--- src/sv/sdeb_pkg.sv ---
// shared types and constants for the direction energy histogram
// no dependencies
package sdeb_pkg;

	localparam int CordicSteps = 14;
	localparam logic [15:0] HalfTurn = 16'd32768;
	localparam logic [15:0] QuarterTurn = 16'd16384;

	typedef enum logic [1:0] {
		CFG_INCREMENT = 2'd0,
		CFG_CEILING = 2'd1,
		CFG_DECAY_STEP = 2'd2
	} cfg_idx_t;

	typedef struct packed {
		logic signed [15:0] x_pos;
		logic signed [15:0] y_pos;
		logic [15:0] source_energy;
		logic frame_start;
	} in_item_t;

	typedef struct packed {
		logic [5:0] hit_bin;
		logic [8:0] peak_angle;
		logic [7:0] peak_level;
	} out_item_t;

	// atan(2^-i) in turn units
	function automatic logic [15:0] turn_atan(input logic [3:0] i);
		logic [15:0] r;
		case (i)
			4'd0: r = 16'd8192;
			4'd1: r = 16'd4836;
			4'd2: r = 16'd2555;
			4'd3: r = 16'd1297;
			4'd4: r = 16'd651;
			4'd5: r = 16'd326;
			4'd6: r = 16'd163;
			4'd7: r = 16'd81;
			4'd8: r = 16'd41;
			4'd9: r = 16'd20;
			4'd10: r = 16'd10;
			4'd11: r = 16'd5;
			4'd12: r = 16'd3;
			4'd13: r = 16'd1;
			default: r = 16'd0;
		endcase
		return r;
	endfunction

endpackage

--- src/sv/sound_direction_energy_bins.sv ---
// Direction energy histogram. Each transaction decays all bins (twice on frame
// start), adds floor(increment*energy/65536) into the bin of the source angle
// (clamped at ceiling) and returns the hit bin and the strongest bin. The bins
// live in a synchronous RAM with one read and one write port; every pass
// walks it one entry a cycle. Each accepted item runs one or two decay sweeps,
// a read-modify-write of the hit bin once the cordic is done, a peak sweep,
// then the result; a new item is accepted only after that result is taken.
// After reset a clearing pass runs before the first item is accepted.
// depends on sdeb_pkg, sdeb_cordic
module sound_direction_energy_bins #(
	parameter int BIN_COUNT = 36
) (
	input  logic clk,
	input  logic arst_n,
	input  logic in_valid,
	output logic in_stall,
	input  sdeb_pkg::in_item_t in_data,
	output logic out_valid,
	input  logic out_stall,
	output sdeb_pkg::out_item_t out_data,
	input  logic cfg_we,
	input  logic [1:0] cfg_index,
	input  logic [7:0] cfg_data
);

	localparam int AW = $clog2(BIN_COUNT);
	// per-bin angle step as quotient and remainder of 360 / BIN_COUNT
	localparam int AngStep = 360 / BIN_COUNT;
	localparam int AngRem = 360 % BIN_COUNT;

	typedef enum logic [7:0] {
		ST_CLEAR = 8'b0000_0001,
		ST_IDLE = 8'b0000_0010,
		ST_DECAY = 8'b0000_0100,
		ST_HITRD = 8'b0000_1000,
		ST_HITWR = 8'b0001_0000,
		ST_PEAK = 8'b0010_0000,
		ST_OUT = 8'b0100_0000,
		ST_WAIT = 8'b1000_0000
	} state_t;

	state_t state_q;
	logic [7:0] increment_q, ceiling_q, decay_step_q;
	sdeb_pkg::in_item_t item_q;
	logic [AW:0] rd_cnt_q;   // read address counter
	logic [AW:0] wr_cnt_q;   // write-back address, one behind
	logic rd_valid_q;
	logic second_q, cordic_done_q;
	logic [AW-1:0] hit_q;
	logic [7:0] add_q, best_q;
	logic [8:0] ang_q, best_ang_q;
	logic [AW:0] rem_q, rem_sum;

	// bin memory
	logic [7:0] mem [BIN_COUNT];
	logic mem_we;
	logic [AW-1:0] mem_waddr, mem_raddr;
	logic [7:0] mem_wdata, mem_rdata;

	always_ff @(posedge clk) begin
		if (mem_we) mem[mem_waddr] <= mem_wdata;
		mem_rdata <= mem[mem_raddr];
	end

	// cordic
	logic cordic_start, cordic_done;
	logic [15:0] turns;
	sdeb_cordic u_cordic (
		.clk(clk), .arst_n(arst_n), .start(cordic_start),
		.x_in(in_data.x_pos), .y_in(in_data.y_pos),
		.done(cordic_done), .turns(turns)
	);

	logic [31:0] bin_prod;
	logic [23:0] add_prod;
	logic [7:0] decayed;
	logic [8:0] level;
	assign bin_prod = 32'(turns) * 32'(BIN_COUNT);
	assign add_prod = increment_q * item_q.source_energy;
	assign decayed = (mem_rdata > decay_step_q) ? mem_rdata - decay_step_q : 8'd0;
	assign level = ({1'b0, mem_rdata} + {1'b0, add_q} > {1'b0, ceiling_q})
		? {1'b0, ceiling_q} : {1'b0, mem_rdata} + {1'b0, add_q};
	assign rem_sum = rem_q + (AW+1)'(AngRem);

	assign in_stall = (state_q != ST_IDLE);
	assign cordic_start = (state_q == ST_IDLE) && in_valid;
	assign out_valid = (state_q == ST_WAIT);

	// memory access steering
	always_comb begin
		mem_we = 1'b0;
		mem_waddr = wr_cnt_q[AW-1:0];
		mem_wdata = decayed;
		mem_raddr = rd_cnt_q[AW-1:0];
		case (state_q)
			ST_CLEAR: begin
				mem_we = 1'b1;
				mem_waddr = rd_cnt_q[AW-1:0];
				mem_wdata = 8'd0;
			end
			ST_DECAY: mem_we = rd_valid_q;
			ST_HITRD: mem_raddr = hit_q;
			ST_HITWR: begin
				mem_raddr = hit_q;
				mem_we = rd_valid_q;
				mem_waddr = hit_q;
				mem_wdata = level[7:0];
			end
			default: ;
		endcase
	end

	// configuration
	always_ff @(posedge clk or negedge arst_n) begin
		if (!arst_n) begin
			increment_q <= 8'd20;
			ceiling_q <= 8'd200;
			decay_step_q <= 8'd1;
		end else if (cfg_we) begin
			case (cfg_index)
				sdeb_pkg::CFG_INCREMENT: increment_q <= cfg_data;
				sdeb_pkg::CFG_CEILING: ceiling_q <= cfg_data;
				sdeb_pkg::CFG_DECAY_STEP: decay_step_q <= cfg_data;
				default: ;
			endcase
		end
	end

	// sequencer
	always_ff @(posedge clk or negedge arst_n) begin
		if (!arst_n) begin
			state_q <= ST_CLEAR;
			rd_cnt_q <= '0;
			wr_cnt_q <= '0;
			rd_valid_q <= 1'b0;
			second_q <= 1'b0;
			cordic_done_q <= 1'b0;
		end else begin
			if (cordic_done) begin
				cordic_done_q <= 1'b1;
				hit_q <= AW'(bin_prod[31:16]);
			end
			case (state_q)
				ST_CLEAR: begin
					if (rd_cnt_q == (AW+1)'(BIN_COUNT - 1)) begin
						rd_cnt_q <= '0;
						state_q <= ST_IDLE;
					end else begin
						rd_cnt_q <= rd_cnt_q + 1'b1;
					end
				end
				ST_IDLE: if (in_valid) begin
					item_q <= in_data;
					second_q <= !in_data.frame_start;
					cordic_done_q <= 1'b0;
					rd_cnt_q <= '0;
					rd_valid_q <= 1'b0;
					state_q <= ST_DECAY;
				end
				ST_DECAY: begin
					add_q <= add_prod[23:16];
					wr_cnt_q <= rd_cnt_q;
					rd_valid_q <= (rd_cnt_q < (AW+1)'(BIN_COUNT));
					if (rd_cnt_q < (AW+1)'(BIN_COUNT)) rd_cnt_q <= rd_cnt_q + 1'b1;
					else if (!rd_valid_q) begin
						rd_cnt_q <= '0;
						if (second_q) state_q <= ST_HITRD;
						else second_q <= 1'b1;
					end
				end
				ST_HITRD: begin
					rd_valid_q <= 1'b0;
					if (cordic_done_q) begin
						state_q <= ST_HITWR;
					end
				end
				ST_HITWR: begin
					if (rd_valid_q) begin
						state_q <= ST_PEAK;
						rd_cnt_q <= '0;
						rd_valid_q <= 1'b0;
						best_q <= 8'd0;
						best_ang_q <= '0;
						ang_q <= '0;
						rem_q <= '0;
					end else begin
						rd_valid_q <= 1'b1;
					end
				end
				ST_PEAK: begin
					wr_cnt_q <= rd_cnt_q;
					rd_valid_q <= (rd_cnt_q < (AW+1)'(BIN_COUNT));
					if (rd_cnt_q < (AW+1)'(BIN_COUNT)) rd_cnt_q <= rd_cnt_q + 1'b1;
					if (rd_valid_q) begin
						if (mem_rdata > best_q) begin
							best_q <= mem_rdata;
							best_ang_q <= ang_q;
						end
						// angle of the next bin, stepped without a divider
						if (rem_sum >= (AW+1)'(BIN_COUNT)) begin
							rem_q <= rem_sum - (AW+1)'(BIN_COUNT);
							ang_q <= ang_q + 9'(AngStep + 1);
						end else begin
							rem_q <= rem_sum;
							ang_q <= ang_q + 9'(AngStep);
						end
					end
					if (rd_cnt_q == (AW+1)'(BIN_COUNT) && !rd_valid_q) state_q <= ST_OUT;
				end
				ST_OUT: begin
					out_data.hit_bin <= 6'(hit_q);
					out_data.peak_angle <= best_ang_q;
					out_data.peak_level <= best_q;
					state_q <= ST_WAIT;
				end
				ST_WAIT: if (!out_stall) state_q <= ST_IDLE;
				default: state_q <= ST_IDLE;
			endcase
		end
	end

`ifndef SYNTHESIS
	// a result leaves only after the peak sweep
	assert property (@(posedge clk) disable iff (!arst_n)
		$rose(out_valid) |-> $past(state_q) == ST_OUT)
		else $error("result without peak sweep");
	// no memory write while idle or holding a result
	assert property (@(posedge clk) disable iff (!arst_n)
		(state_q == ST_IDLE || state_q == ST_WAIT) |-> !mem_we)
		else $error("memory write while idle");
	// stalled result holds its payload
	assert property (@(posedge clk) disable iff (!arst_n)
		out_valid && out_stall |=> out_valid && $stable(out_data))
		else $error("stalled result changed");
	// hit bin in range
	assert property (@(posedge clk) disable iff (!arst_n)
		state_q == ST_HITWR |-> {1'b0, hit_q} < (AW+1)'(BIN_COUNT))
		else $error("hit bin out of range");
`endif

endmodule

--- src/sv/sdeb_cordic.sv ---
// iterative cordic vectoring unit: direction of (x, y) in turns
// depends on sdeb_pkg
module sdeb_cordic (
	input  logic clk,
	input  logic arst_n,
	input  logic start,
	input  logic signed [15:0] x_in,
	input  logic signed [15:0] y_in,
	output logic done,
	output logic [15:0] turns
);

	// scaled inputs grow by the cordic gain, so keep headroom above 19 bits
	logic signed [20:0] x_q, y_q;
	logic [15:0] z_q;
	logic [3:0] i_q;
	logic busy_q;
	logic signed [20:0] dx, dy;

	assign dx = y_q >>> i_q;
	assign dy = x_q >>> i_q;
	assign turns = z_q;

	// one rotation per cycle
	always_ff @(posedge clk or negedge arst_n) begin
		if (!arst_n) begin
			busy_q <= 1'b0;
			done <= 1'b0;
			i_q <= '0;
		end else begin
			done <= 1'b0;
			if (start) begin
				i_q <= '0;
				if (y_in == 16'sd0) begin
					z_q <= (x_in < 0) ? sdeb_pkg::HalfTurn : 16'd0;
					done <= 1'b1;
				end else if (x_in == 16'sd0) begin
					z_q <= (y_in > 0) ? sdeb_pkg::QuarterTurn
						: sdeb_pkg::HalfTurn + sdeb_pkg::QuarterTurn;
					done <= 1'b1;
				end else begin
					busy_q <= 1'b1;
					if (x_in < 0) begin
						x_q <= -({{5{x_in[15]}}, x_in} <<< 2);
						y_q <= -({{5{y_in[15]}}, y_in} <<< 2);
						z_q <= sdeb_pkg::HalfTurn;
					end else begin
						x_q <= {{5{x_in[15]}}, x_in} <<< 2;
						y_q <= {{5{y_in[15]}}, y_in} <<< 2;
						z_q <= 16'd0;
					end
				end
			end else if (busy_q) begin
				if (y_q >= 0) begin
					x_q <= x_q + dx;
					y_q <= y_q - dy;
					z_q <= z_q + sdeb_pkg::turn_atan(i_q);
				end else begin
					x_q <= x_q - dx;
					y_q <= y_q + dy;
					z_q <= z_q - sdeb_pkg::turn_atan(i_q);
				end
				i_q <= i_q + 4'd1;
				if (i_q == 4'(sdeb_pkg::CordicSteps - 1)) begin
					busy_q <= 1'b0;
					done <= 1'b1;
				end
			end
		end
	end

endmodule

--- config.mk ---
export PLATFORM = sky130hd
export DESIGN_NAME = sound_direction_energy_bins
export DESIGN_NICKNAME = d
export VERILOG_FILES = /design/src/sv/sdeb_pkg.sv /design/src/sv/sound_direction_energy_bins.sv /design/src/sv/sdeb_cordic.sv
export SDC_FILE = /design/constraint.sdc
export NUM_CORES = 1
export LEC_CHECK = 0
export ABC_AREA = 1
export BUFFER_PORTS_ARGS = -buffer_cell sky130_fd_sc_hd__buf_2
export CAP_MARGIN = 10
export CORE_AREA = 2 2 232 234
export CTS_CLUSTER_DIAMETER = 40
export CTS_CLUSTER_SIZE = 30
export DETAILED_ROUTE_END_ITERATION = 12
export DIE_AREA = 0 0 234 236
export GPL_TIMING_DRIVEN = 0
export PLACE_DENSITY = 0.85
export SLEW_MARGIN = 0
export SYNTH_ARGS = -nofsm -noshare
export SYNTH_HDL_FRONTEND = slang
export SYNTH_HIERARCHICAL = 1
export SYNTH_SLANG_ARGS = --single-unit
--- constraint.sdc ---
create_clock -name clk -period 7.1 [get_ports clk]
set_input_delay 0.71 -clock clk [delete_from_list [all_inputs] [get_ports clk]]
set_output_delay 0.71 -clock clk [all_outputs]
set_load 0.02 [all_outputs]
==> results.py <==
metrics = {
    "drt": {
        "vias": 29230,
        "drt-total-wl_microns": 97820,
        "vias_per_cell": 5.867,
        "drtIter0Drc": 3291,
        "final_antenna_net_count": 0,
        "remaining_drc_errors": 0,
        "dr.pass1.iters": 8,
        "wl_per_cell_microns": 19.64,
    },
    "clock_tree": {
        "ctsHoldBuffers": 0,
        "cts_root_buf": "clkbuf_16",
        "clkLatencyLatePin_ns": 0.63,
        "cts.repair.resized": 0,
        "post_cts_buffers": 0,
        "htree_num_levels": 3,
        "clock-sinks": 492,
        "cts_made_buffers": 74,
        "cts_buffer_depth": 3,
        "clk_pin_slew_worst_paths_ns": 0.05,
        "cts_tree": "built",
    },
    "placement": {
        "dpl.hpwl_microns": 70750,
        "dpl-instance-area_sq_um": 34990,
        "gp_congestion": 1.057,
        "io_buffers": 87,
    },
    "timing": {
        "slew_violations": 0,
        "worst_hold_slack_ns": 0.08137,
        "fmax_ghz": 0.1836,
        "finalHoldViolations": 0,
        "setup_viol": 0,
        "maxSlewHeadroom_pct": 29.54,
        "clock_skew_ns": 0.03102,
        "post-route-min-period_ns": 5.447,
        "rsz0062_at_grt": "false",
        "fin_crit_sh_pct": 76.72,
        "worstMarginPinSlew_ns": 1.054,
    },
    "outcome": {
        "status": "finished clean",
    },
    "logic_synthesis": {
        "syn_nets": 4372,
        "synth_cells": 4047,
        "synth_compound_area_share_pct": 8.322,
        "avgSynthCellArea_sq_um": 8.266,
        "synthMuxAreaShare_pct": 0,
        "synth_xor_area_share_pct": 2.016,
        "ys_types": 61,
        "synth_fa_ha_area_share_pct": 11.74,
        "async_flop_share_pct": 10.98,
        "ys_seq_elements": 492,
        "ys_seq_area_share_pct": 43.15,
        "syn-cell-area_sq_um": 33450,
        "ys.flop_type": "edfxtp_1",
        "ys_warn_count": 6,
        "synth_edf_count": 430,
        "synth-simple-area-share_pct": 24.53,
        "synth_top_family_by_area": "simple AND/OR/NAND/NOR gates",
    },
    "final_layout": {
        "area_growth_syn_to_layout_pct": 12.59,
        "design_area_sq_um": 37660,
        "utilization_pct": 70.97,
        "layout-drive-gt1-share_pct": 9.895,
        "final_common_cell": "nand2_1",
        "layout_common_cells": "nand2_1 (933), inv_1 (671), nand3_1 (512), edfxtp_1 (430), nor2_1 (237)",
        "final_net_count": 4548,
    },
    "worst_setup_path": {
        "arrival_ns": 5.81,
        "crit_path_start_kind": "flop",
        "end_kind": "flop",
        "critPathMaxFanout": 10,
        "crit_required_ns": 7.46,
        "critPathKind": "reg2reg",
    },
    "grt": {
        "grt_pass1_vias": 28320,
        "grt-ovfl-total": 0,
        "grt_max_degree": 39,
        "track_usage_pct": 35.40,
        "grt_pass1_wl_microns": 151300,
        "antenna_found_initial": 0,
    },
    "floorplanning": {
        "start_util_pct": 63.03,
        "core_area_sq_um": 53070,
        "ios": 89,
        "die-width_microns": 234,
        "dieArea_sq_um": 55220,
        "die-height_microns": 236,
        "fp-row-count": 85,
    },
    "worst_hold_path": {
        "holdCritPathClass": "in2async",
    },
    "run": {
        "cap_violations": 0,
    },
}
[flip-flops by register name (all words and copies together) (netlist names), 9 cells and up]
register / count
u_cordic/x_q: 21
item_q: 16
best_ang_q: 9
ang_q: 9
u_cordic/turns: 16
out_data: 23
u_cordic/y_q: 21
mem: 288
[worst paths after layout]
kind                                 from              to  slack (ns)  cells after the start
hold reg to reg             best_ang_q[4]    out_data[12]        0.42                      0
hold / removal                     arst_n  increment_q[7]        0.08                      1
setup / recovery           increment_q[2]        add_q[4]        1.65                     21
max in group asynchronous          arst_n      state_q[0]        6.36                      2
setup reg to reg           increment_q[2]        add_q[4]        1.65                     21
min in group clk              in_data[16]      item_q[16]        0.26                      1
[cells by family (layout without fill, tap and decap cells)]
group                      after synthesis  in the layout
AOI/OAI and AO/OA                      500            500
DFF                                    492            492
other                                    0              1
xor gates and xnor gates                77             77
and+or+nand+nor                       1872           1872
buffers and inverters                  845           1083
adders and majority gates              261            261
[routing by layer]
| metal | up-vias | track usage, % | routed length (microns) |
|---|---|---|---|
| met3 | 314 | 6.214 | 10010 |
| met2 | 1719 | 58.69 | 46480 |
| met4 | 0 | 16.46 | 4549 |
| li1 | 13650 | - | - |
| met1 | 13540 | 45.07 | 36790 |
| met5 | - | 0 | 0 |
[synth_stat cells, types with 4 or more instances]
master | n | area share, %
nand3_2 | 6 | 0.18
buf_4 | 15 | 0.34
nand2_2 | 29 | 0.54
nand2_1 | 935 | 10
o21a_1 | 8 | 0.18
edfxtp_1 | 430 | 39
dfxtp_1 | 8 | 0.48
buf_1 | 12 | 0.13
or2_2 | 10 | 0.19
a21oi_1 | 206 | 3.1
o21ai_2 | 9 | 0.24
nor2_1 | 238 | 2.7
inv_1 | 671 | 7.5
nor2_2 | 11 | 0.21
clkbuf_1 | 58 | 0.65
a21boi_0 | 7 | 0.16
buf_2 | 46 | 0.69
o21ai_0 | 185 | 2.8
a21o_1 | 11 | 0.25
o22ai_1 | 8 | 0.15
dfrtp_1 | 47 | 3.5
o211ai_1 | 6 | 0.13
nand2_4 | 4 | 0.13
xnor2_1 | 26 | 0.68
nand3_1 | 512 | 7.7
fa_1 | 88 | 5.3
o31ai_1 | 6 | 0.13
ha_1 | 173 | 6.5
o21ai_1 | 14 | 0.21
nand4_1 | 19 | 0.36
nor3_1 | 44 | 0.66
dfstp_2 | 7 | 0.55
o21bai_1 | 12 | 0.27
a31oi_1 | 10 | 0.19
nor4_1 | 7 | 0.13
xor2_1 | 51 | 1.3
inv_2 | 19 | 0.21
nand3b_1 | 43 | 0.97
buf_6 | 17 | 0.57
[per-stage QoR]
| step | worst slack, ns | setup TNS [ns] | instances |
|---|---|---|---|
| final | 1.653 | 0 | 4982 |
| after global routing | 1.321 | 0 | 4981 |
| after CTS | 1.660 | 0 | 4979 |
| after detailed placement | 1.672 | 0 | 4841 |
| after global placement | -1.403 | -58.48 | 4830 |
| after floorplan | 1.208 | 0 | 4047 |
[critical path, stage by stage (launching register included)]
cell and delay (ns):
dfstp_2 0.51, clkbuf_1 0.44, clkbuf_1 0.62, nand2_1 0.15, fa_1 0.50, fa_1 0.52, inv_1 0.05, fa_1 0.52
inv_1 0.05, fa_1 0.53, inv_1 0.04, ha_1 0.32, a21oi_1 0.14, o21a_1 0.13, nand2_1 0.08, nand3_1 0.07
nand2_1 0.09, nand2_1 0.07, nand3_1 0.09, nand2_1 0.07, nand2_1 0.06, xor2_1 0.14
[area by class of cell]
class / instances / area, sq um
multi-input cells: 2710 / 15620
fillers: 3984 / 15410
flip-flops and latches: 492 / 14430
inverters: 694 / 2608
clock buffers: 80 / 1906
well taps: 696 / 870.8
plain buffers: 151 / 822.0
clock inverters: 58 / 706.9
repair buffers: 100 / 696.9
diodes: 1 / 2.502
Power is left out: the tool's default activity adds up to more than one toggle a clock period on the data nets, which glitch-free logic cannot reach.
